File: config.mk
export PLATFORM = sky130hd
export DESIGN_NAME = bfdt_relax
export DESIGN_NICKNAME = d
export VERILOG_FILES = /design/src/design/bfdt_pkg.sv /design/src/design/bfdt_relax.sv
export SDC_FILE = /design/constraint.sdc
export NUM_CORES = 1
export LEC_CHECK = 0
export ABC_AREA = 1
export BUFFER_PORTS_ARGS = -buffer_cell sky130_fd_sc_hd__buf_4
export CORE_ASPECT_RATIO = 1.4
export CORE_MARGIN = 2
export CORE_UTILIZATION = 55
export CTS_CLUSTER_DIAMETER = 40
export DETAILED_ROUTE_END_ITERATION = 8
export HOLD_SLACK_MARGIN = 0.08
export PLACE_DENSITY = 0.76
export SLEW_MARGIN = 10
export SYNTH_ARGS = -nofsm -noshare
export SYNTH_HDL_FRONTEND = slang
export SYNTH_SLANG_ARGS = --single-unit
File: constraint.sdc
create_clock -name clk_i -period 6.4 [get_ports clk_i]
set_input_delay 1.28 -clock clk_i [delete_from_list [all_inputs] [get_ports clk_i]]
set_output_delay 1.28 -clock clk_i [all_outputs]
set_load 0.02 [all_outputs]
File: src/design/bfdt_pkg.sv
// shared types, widths and codes of the distance-to-target block
package bfdt_pkg;

  // field widths
  localparam int NodeW  = 6;
  localparam int LenW   = 24;
  localparam int CostW  = 16;
  localparam int DistW  = 32;
  localparam int ProdW  = LenW + CostW;
  localparam int CntW   = 7;
  localparam int MaskW  = 64;

  // stream payload widths, padded to whole bytes
  localparam int SDataW = 56;
  localparam int MDataW = 40;

  // configuration register indexes
  localparam int CfgIdxW = 1;
  localparam logic [CfgIdxW-1:0] CFG_NODE_COUNT  = 1'b0;
  localparam logic [CfgIdxW-1:0] CFG_TARGET_MASK = 1'b1;

  // reset values and parameter defaults
  localparam logic [CntW-1:0]  NodeCountRst  = 7'd64;
  localparam logic [DistW-1:0] DistUnreach   = '1;
  localparam int               MaxNodesDef   = 64;
  localparam int               MaxEdgesDef   = 256;

  // one stored edge
  typedef struct packed {
    logic [NodeW-1:0] src;
    logic [NodeW-1:0] dst;
    logic [LenW-1:0]  len;
    logic [CostW-1:0] cost;
    logic             open;
  } edge_t;

  // one distance table entry
  typedef struct packed {
    logic             ok;
    logic [DistW-1:0] val;
  } dist_entry_t;

  // requests from the sequencer to the distance table
  typedef struct packed {
    logic             clear;
    logic             rd;
    logic [NodeW-1:0] rd_a;
    logic [NodeW-1:0] rd_b;
    logic             wr;
    logic [NodeW-1:0] wr_addr;
    dist_entry_t      wdata;
  } dist_req_t;

  // sequencer states
  typedef enum logic [3:0] {
    ST_LOAD,
    ST_START,
    ST_EDGE_CHK,
    ST_DIST_RD,
    ST_UPDATE,
    ST_PASS_END,
    ST_EMIT_RD,
    ST_EMIT_CAP,
    ST_EMIT_WAIT
  } state_e;

endpackage

File: src/design/bfdt_relax.sv
// sequencer: edge loading, relaxation passes and result emission
module bfdt_relax
  import bfdt_pkg::*;
#(
  parameter int MAX_EDGES = MaxEdgesDef,
  localparam int EdgeAw   = $clog2(MAX_EDGES),
  localparam int EdgeCw   = $clog2(MAX_EDGES + 1)
) (
  input  logic              clk_i,
  input  logic              rst_ni,
  input  logic [CntW-1:0]   n_act_i,
  // edge input
  input  logic              in_valid_i,
  output logic              in_ready_o,
  input  logic              in_last_i,
  // edge store
  output logic              edge_wr_en_o,
  output logic [EdgeAw-1:0] edge_wr_addr_o,
  output logic              edge_rd_en_o,
  output logic [EdgeAw-1:0] edge_rd_addr_o,
  input  edge_t             edge_rd_i,
  // distance table
  output dist_req_t         dist_req_o,
  input  dist_entry_t       dist_a_i,
  input  dist_entry_t       dist_b_i,
  // results
  output logic              out_valid_o,
  input  logic              out_ready_i,
  output logic [NodeW-1:0]  out_node_o,
  output logic [DistW-1:0]  out_dist_o,
  output logic              out_ok_o,
  output logic              out_last_o
);

  state_e             state_q, state_d;
  logic [EdgeCw-1:0]  edge_total_q, edge_total_d;
  logic [EdgeCw-1:0]  edge_idx_q, edge_idx_d;
  logic [CntW-1:0]    pass_q, pass_d;
  logic               changed_q, changed_d;
  logic [CntW-1:0]    emit_idx_q, emit_idx_d;
  logic               out_valid_q, out_valid_d;
  logic [DistW-1:0]   w_q;
  logic               skip_q;
  logic [NodeW-1:0]   out_node_q;
  logic [DistW-1:0]   out_dist_q;
  logic               out_ok_q, out_last_q;
  logic [ProdW-1:0]   prod;
  logic [DistW:0]     sum;
  logic [DistW-1:0]   cand;
  logic [CntW-1:0]    pass_nx;
  logic               edge_skip;
  logic               in_fire;

  // edge weight: Q16.8 length times Q8.8 cost, back to Q24.8
  assign prod      = ProdW'(edge_rd_i.len) * ProdW'(edge_rd_i.cost);
  assign edge_skip = !edge_rd_i.open
                     || ({1'b0, edge_rd_i.src} >= n_act_i)
                     || ({1'b0, edge_rd_i.dst} >= n_act_i);

  // candidate distance through the edge, saturated
  assign sum     = {1'b0, dist_a_i.val} + {1'b0, w_q};
  assign cand    = sum[DistW] ? DistUnreach : sum[DistW-1:0];
  assign pass_nx = pass_q + CntW'(1);
  assign in_fire = in_valid_i && (state_q == ST_LOAD);

  // next state and outputs
  always_comb begin
    state_d        = state_q;
    edge_total_d   = edge_total_q;
    edge_idx_d     = edge_idx_q;
    pass_d         = pass_q;
    changed_d      = changed_q;
    emit_idx_d     = emit_idx_q;
    out_valid_d    = out_valid_q;
    in_ready_o     = 1'b0;
    edge_wr_en_o   = 1'b0;
    edge_wr_addr_o = edge_total_q[EdgeAw-1:0];
    edge_rd_en_o   = 1'b0;
    edge_rd_addr_o = edge_idx_q[EdgeAw-1:0];
    dist_req_o     = '0;
    unique case (state_q)
      ST_LOAD: begin
        in_ready_o = 1'b1;
        if (in_fire) begin
          if (edge_total_q < EdgeCw'(MAX_EDGES)) begin
            edge_wr_en_o = 1'b1;
            edge_total_d = edge_total_q + EdgeCw'(1);
          end
          if (in_last_i) begin
            state_d = ST_START;
          end
        end
      end
      ST_START: begin
        dist_req_o.clear = 1'b1;
        pass_d           = '0;
        changed_d        = 1'b0;
        edge_idx_d       = '0;
        if (n_act_i == '0) begin
          edge_total_d = '0;
          state_d      = ST_LOAD;
        end else begin
          state_d = ST_EDGE_CHK;
        end
      end
      ST_EDGE_CHK: begin
        if (edge_idx_q == edge_total_q) begin
          state_d = ST_PASS_END;
        end else begin
          edge_rd_en_o = 1'b1;
          state_d      = ST_DIST_RD;
        end
      end
      ST_DIST_RD: begin
        dist_req_o.rd   = 1'b1;
        dist_req_o.rd_a = edge_rd_i.dst;
        dist_req_o.rd_b = edge_rd_i.src;
        state_d         = ST_UPDATE;
      end
      ST_UPDATE: begin
        if (!skip_q && dist_a_i.ok && (!dist_b_i.ok || cand < dist_b_i.val)) begin
          dist_req_o.wr        = 1'b1;
          dist_req_o.wr_addr   = edge_rd_i.src;
          dist_req_o.wdata.ok  = 1'b1;
          dist_req_o.wdata.val = cand;
          changed_d            = 1'b1;
        end
        edge_idx_d = edge_idx_q + EdgeCw'(1);
        state_d    = ST_EDGE_CHK;
      end
      ST_PASS_END: begin
        pass_d = pass_nx;
        if (changed_q && pass_nx < n_act_i) begin
          changed_d  = 1'b0;
          edge_idx_d = '0;
          state_d    = ST_EDGE_CHK;
        end else begin
          emit_idx_d = '0;
          state_d    = ST_EMIT_RD;
        end
      end
      ST_EMIT_RD: begin
        dist_req_o.rd   = 1'b1;
        dist_req_o.rd_a = emit_idx_q[NodeW-1:0];
        state_d         = ST_EMIT_CAP;
      end
      ST_EMIT_CAP: begin
        out_valid_d = 1'b1;
        state_d     = ST_EMIT_WAIT;
      end
      ST_EMIT_WAIT: begin
        if (out_ready_i) begin
          out_valid_d = 1'b0;
          if (out_last_q) begin
            edge_total_d = '0;
            state_d      = ST_LOAD;
          end else begin
            emit_idx_d = emit_idx_q + CntW'(1);
            state_d    = ST_EMIT_RD;
          end
        end
      end
      default: begin
        state_d = ST_LOAD;
      end
    endcase
  end

  // control registers
  always_ff @(posedge clk_i or negedge rst_ni) begin
    if (!rst_ni) begin
      state_q      <= ST_LOAD;
      edge_total_q <= '0;
      edge_idx_q   <= '0;
      pass_q       <= '0;
      changed_q    <= 1'b0;
      emit_idx_q   <= '0;
      out_valid_q  <= 1'b0;
    end else begin
      state_q      <= state_d;
      edge_total_q <= edge_total_d;
      edge_idx_q   <= edge_idx_d;
      pass_q       <= pass_d;
      changed_q    <= changed_d;
      emit_idx_q   <= emit_idx_d;
      out_valid_q  <= out_valid_d;
    end
  end

  // weight and skip decision, result capture
  always_ff @(posedge clk_i) begin
    if (state_q == ST_DIST_RD) begin
      w_q    <= prod[ProdW-1:ProdW-DistW];
      skip_q <= edge_skip;
    end
    if (state_q == ST_EMIT_CAP) begin
      out_node_q <= emit_idx_q[NodeW-1:0];
      out_dist_q <= dist_a_i.ok ? dist_a_i.val : DistUnreach;
      out_ok_q   <= dist_a_i.ok;
      out_last_q <= (emit_idx_q + CntW'(1)) == n_act_i;
    end
  end

  assign out_valid_o = out_valid_q;
  assign out_node_o  = out_node_q;
  assign out_dist_o  = out_dist_q;
  assign out_ok_o    = out_ok_q;
  assign out_last_o  = out_last_q;

endmodule

==> results.cfg, run 1 <==
[outcome]
status = complete, no violations

[place]
portBuffers = 244
gp_congestion = 0.9465
post-dp-hpwl_um = 51360

[timing]
worst_slew_pin_slew_ns = 0.8334
finalCriticalPeriod_ns = 6.377
post-route-period-util = 0.9964
drv_slew = 0
rsz0062_at_grt = true
clock.fmax_ghz = 0.1568
worst_clock_skew_ns = 0.01335
fin_worst_hold_slack_ns = 0.4584
slew-limit-headroom = 0.4432
finalHoldViolCount = 0
final.setup.tns_ns = 0
setup_violations = 0

[critical_path]
start_kind = input pin
crit_arrival_ns = 5.10
crit_path_max_incr_delay_ns = 0.32
cp_common_cell = nand2_1
worstSetupPathType = input pin to output pin
crit_fanout = 5
slowest_stage = ha_1
required_ns = 5.12
setup.worst_path.end_class = output pin

[route]
wirelength_um = 61770
avgRoutedWirePerCell_um = 16.98
dr.first_iter.drc_count = 1106
avgViaCountPerCell = 5.240
ant_nets = 0
drtPass1Iterations = 6
vias = 19060
drc = 0

[global_routing]
first_global_vias = 20140
use_met1 = 0.3580
grt_overflow = 0
grtUsageTotal = 0.3093
grt_start_max_net_pins = 39
grt_util_met2 = 0.5749
grt-busiest-layer = met2
grt_use_met3 = 0.03503
antenna_found_initial = 0
grt_pass1_wl_um = 97950

[cts]
cts_buffers = 9
htreeDepth = 3
cts.sinks = 111
clk_transition_reported_paths_ns = 0.08
clock_latency_ns = 0.37
clk_path_buf_depth = 2
cts_root_buf = clkbuf_16
cts_hold_buf = 0
cts_tree = built

[final_layout]
seq_area_mm2 = 0.003143
diodes = 0
fill_cells = 2968
syn_to_final_growth_pct = 27.16
final_nets = 3791
multi_input_area_mm2 = 0.01522
drive_above_1_share = 0.2288

[synthesis]
netlist_area_mm2 = 0.02092
async_flop_share = 0.3423
syn_inst = 2729
synth_top_flop_cell = edfxtp_1
synth-seq-cells = 111
ys_top_cells_by_area = fa_1 29%, inv_1 14%, nand2_1 12%
synth_top_area_frac = 0.2928
ys_seq_area_frac = 0.1502
yosys-top-cells-count = 765 x inv_1, 650 x nand2_1, 306 x fa_1
synth.most_common_cell = inv_1
yosys_warnings = 0
synth_top_area_cell = fa_1
synth_area_per_cell_um2 = 7.666
ys_types = 55
syn_nets = 3360
synth_edf_count = 73

[min_path]
hp-class = flop to flop

[floorplan]
start_util = 0.5576
die_w_um = 168.8
core-area_mm2 = 0.03752
die_area_mm2 = 0.03963
fp-row-count = 84
dieHeight_um = 234.8
ios = 245

[job]
maxCapViolCount = 0
[state kept, by name, indices dropped and copies added, names as in the netlist]
register,flops
emit_idx_q,7
out_ok_o,1
out_valid_o,1
edge_total_q,9
out_dist_o,32
out_node_o,6
state_q,4
edge_idx_q,9
changed_q,1
out_last_o,1
w_q,32
skip_q,1
pass_q,7
[critical path, delay by kind of cell]
kind	cells	cell delay (ns)
adder cells (fa/ha/maj)	2	0.57
AND/OR/NAND/NOR	12	1.09
buffers and inverters	7	0.97
AO/OA/AOI/OAI	8	1.19
[what timing repair did]
action | in CTS | in global routing
pin swaps | 9 | 58
setup endpoints to repair | 40 | 62
gates cloned | 2 | 4
gates resized for setup | 28 | 198
setup buffers | 8 | 11
hold endpoints to repair | 0 | 0
[routing by layer]
metal / part of all wire / wire length (um) / vias up
met5: 0 / 0 / -
met4: 0.045 / 2795 / 0
met3: 0.055 / 3380 / 171
met2: 0.53 / 32570 / 780
met1: 0.37 / 23020 / 9198
li1: - / - / 8915
[path summary, 6_finish.rpt]
check | to | slack, ns | depth (start not counted) | startpoint
max | dist_req_o[15] | 0.02 | 29 | dist_a_i[2]
min | out_node_o[5] | 0.46 | 0 | emit_idx_q[5]
max reg2reg | changed_q | 2.13 | 29 | w_q[0]
min reg2reg | out_node_o[5] | 0.46 | 0 | emit_idx_q[5]
max in group asynchronous | emit_idx_q[0] | 5.17 | 1 | rst_ni
min in group asynchronous | edge_idx_q[4] | 0.86 | 1 | rst_ni
[kinds of logic after synthesis]
kind of cell | share of synthesized area
DFF | 0.1502
AOI/OAI and AO/OA | 0.06788
adders and majority gates | 0.4089
xor gates and xnor gates | 0.02847
and+or+nand+nor | 0.1823
buffers and inverters | 0.1623
[final cells by class]
cell class | count | area share
multi-input combinational | 1745 | 0.5723
clock buffer | 10 | 0.008984
tap | 473 | 0.02225
clock inverter | 6 | 0.002305
timing repair buffer | 526 | 0.1676
sequential | 111 | 0.1182
inverter | 767 | 0.1084
[cell usage in the layout, fill, tap and decap left out, drive strengths merged, types with 5 or more instances in the layout]
cell / synthesis / final
o22ai: 10 / 10
a21oi: 96 / 96
a211oi: 7 / 7
nor3: 24 / 24
nor2: 186 / 186
o21ai: 59 / 59
ha: 194 / 194
edfxtp: 73 / 73
a21o: 5 / 5
o21a: 15 / 15
clkbuf: 81 / 14
o21bai: 5 / 5
buf: 24 / 522
nand4: 15 / 15
a31oi: 19 / 19
xnor2: 21 / 21
dfrtp: 38 / 38
nand2: 654 / 654
fa: 306 / 306
or2: 7 / 7
inv: 766 / 768
nor4: 5 / 5
xor2: 47 / 47
nand3: 40 / 40
[through the flow]
step	worst slack, ns	utilization	instances	cell area [um^2]
after floorplan	-0.00006617	-	2729	21510
after global placement	-0.2682	0.6692	3600	25110
after detailed placement	-0.3652	0.6692	3600	25110
after CTS	0.00009281	0.6836	3626	25650
after global routing	-0.1955	0.7090	3638	26600
final	0.02304	0.7090	3638	26600
Power of run 1 is not shown: default switching activity piles up to over one toggle a cycle in this logic, so the estimate is an artifact.
==> inputs of run 2 (changes only) <==
- PLACE_DENSITY: 0.76 -> 0.74
==> run 2 against run 1 <==
  * Die area did not move
  * Worst setup slack improved by 0.025 ns
  * Wire length is 2.0% lower
  * Non-clock buffer count down 22
  * Critical path depth is the same
  * Critical endpoint is now dist_req_o[38]
==> results.cfg, run 2 (synthesis results as in run 1) <==
[outcome]
status = complete, no violations

[global_routing]
grt_use_met3 = 0.03470
first_global_vias = 19900
grt-busiest-layer = met2
antenna_found_initial = 0
grt_util_met2 = 0.5586
grt_pass1_wl_um = 95660
use_met1 = 0.3377
grt_overflow = 0
grt_start_max_net_pins = 39
grtUsageTotal = 0.3012

[timing]
drv_slew = 0
finalHoldViolCount = 0
finalCriticalPeriod_ns = 6.352
setup_violations = 0
clock.fmax_ghz = 0.1574
setup_slack_ns = 0.04796
fin_worst_hold_slack_ns = 0.4781
worst_clock_skew_ns = 0.01593
rsz0062_at_grt = true
worst_slew_pin_slew_ns = 0.5925
slew-limit-headroom = 0.6008
post-route-period-util = 0.9925

[final_layout]
diodes = 0
final_common_cell = inv_1
fill_cells = 2878
final_cell_mix = 760 x inv_1, 624 x nand2_1, 432 x buf_4
final_util = 0.7063
syn_to_final_growth_pct = 26.67
final_nets = 3769
drive_above_1_share = 0.2297

[floorplan]
dieHeight_um = 234.8
die_area_mm2 = 0.03963
start_util = 0.5576
ios = 245
core-area_mm2 = 0.03752
fp-row-count = 84
die_w_um = 168.8

[cts]
cts_hold_buf = 0
htreeDepth = 3
cts.sinks = 111
cts_tree = built
clk_transition_reported_paths_ns = 0.08
cts_root_buf = clkbuf_16
cts_buffers = 9
clk_path_buf_depth = 2
clock_latency_ns = 0.38

[route]
ant_nets = 0
dr.first_iter.drc_count = 1145
wirelength_um = 60540
avgViaCountPerCell = 5.235
vias = 18930
drc = 0
avgRoutedWirePerCell_um = 16.74
drtPass1Iterations = 6

[critical_path]
r2r_end = changed_q
reg2regPathDepth = 28
crit_path_max_incr_delay_ns = 0.39
path_depth = 29
worstSetupPathType = input pin to output pin
required_ns = 5.12
critPathTopFamily = simple AND/OR/NAND/NOR gates
crit_end = dist_req_o[38]
crit_arrival_ns = 5.07
critical_path.startpoint = dist_a_i[0]
rr_startpoint = w_q[0]
rrSetupSlack_ns = 2.20
crit_fanout = 6
start_kind = input pin
setup.worst_path.end_class = output pin
slowest_stage = fa_2
cp_common_cell = nand2_2
critPathBufInv = 8

[job]
maxCapViolCount = 0

[place]
post-dp-hpwl_um = 49680
gp_congestion = 0.9971
pre_cts_ws_ns = -0.3315
portBuffers = 244

[min_path]
hp-class = flop to flop
-- run 2: worst min path at each step --
stage,from,end,slack (ns),cells past startpoint
after floorplan,emit_idx_q[5],out_node_o[5],0.42,0
after global placement,emit_idx_q[5],out_node_o[5],0.44,0
after detailed placement,emit_idx_q[5],out_node_o[5],0.44,0
after CTS,emit_idx_q[5],out_node_o[5],0.46,0
after global routing,emit_idx_q[5],out_node_o[5],0.48,0
final,emit_idx_q[5],out_node_o[5],0.48,0
-- run 2: routing by layer --
layer,share of wire,vias up
met5,0.000083,-
met3,0.057,187
met2,0.53,746
li1,-,8871
met4,0.052,2
met1,0.37,9122
-- run 2: layout make-up --
class | count | area, um^2 | area share
Timing Repair Buffer | 504 | 4224 | 0.1594
Tap cell | 473 | 591.8 | 0.02233
Sequential cell | 111 | 3143 | 0.1186
Clock buffer | 10 | 250.2 | 0.009443
Inverter | 767 | 2885 | 0.1089
Clock inverter | 6 | 98.84 | 0.003730
Multi-Input combinational cell | 1745 | 15310 | 0.5776
-- run 2: metrics by stage --
stage	area [um^2]	instances	TNS (ns)
after floorplan	21510	2729	-0.00006617
after global routing	26500	3616	-5.000
after global placement	25000	3580	-3.721
after detailed placement	25000	3580	-13.94
final	26500	3616	0
after CTS	25650	3603	0
-- run 2: worst register-to-register path, delay by kind of cell, from the launching register on --
| family | cells | cell delay (ns) |
|---|---|---|
| AOI/OAI and AO/OA | 4 | 0.63 |
| DFF | 1 | 0.42 |
| buffers and inverters | 5 | 0.57 |
| adders and majority gates | 3 | 0.85 |
| and+or+nand+nor | 16 | 1.63 |
-- run 2: what timing repair did --
action	in CTS	in global routing
endpoints found under the hold margin	0	0
cloned	3	1
endpoints found under the setup margin	40	58
resized for setup	43	162
setup buffers	4	12
pin swaps	5	50
Power of run 2 is left out for the same reason.
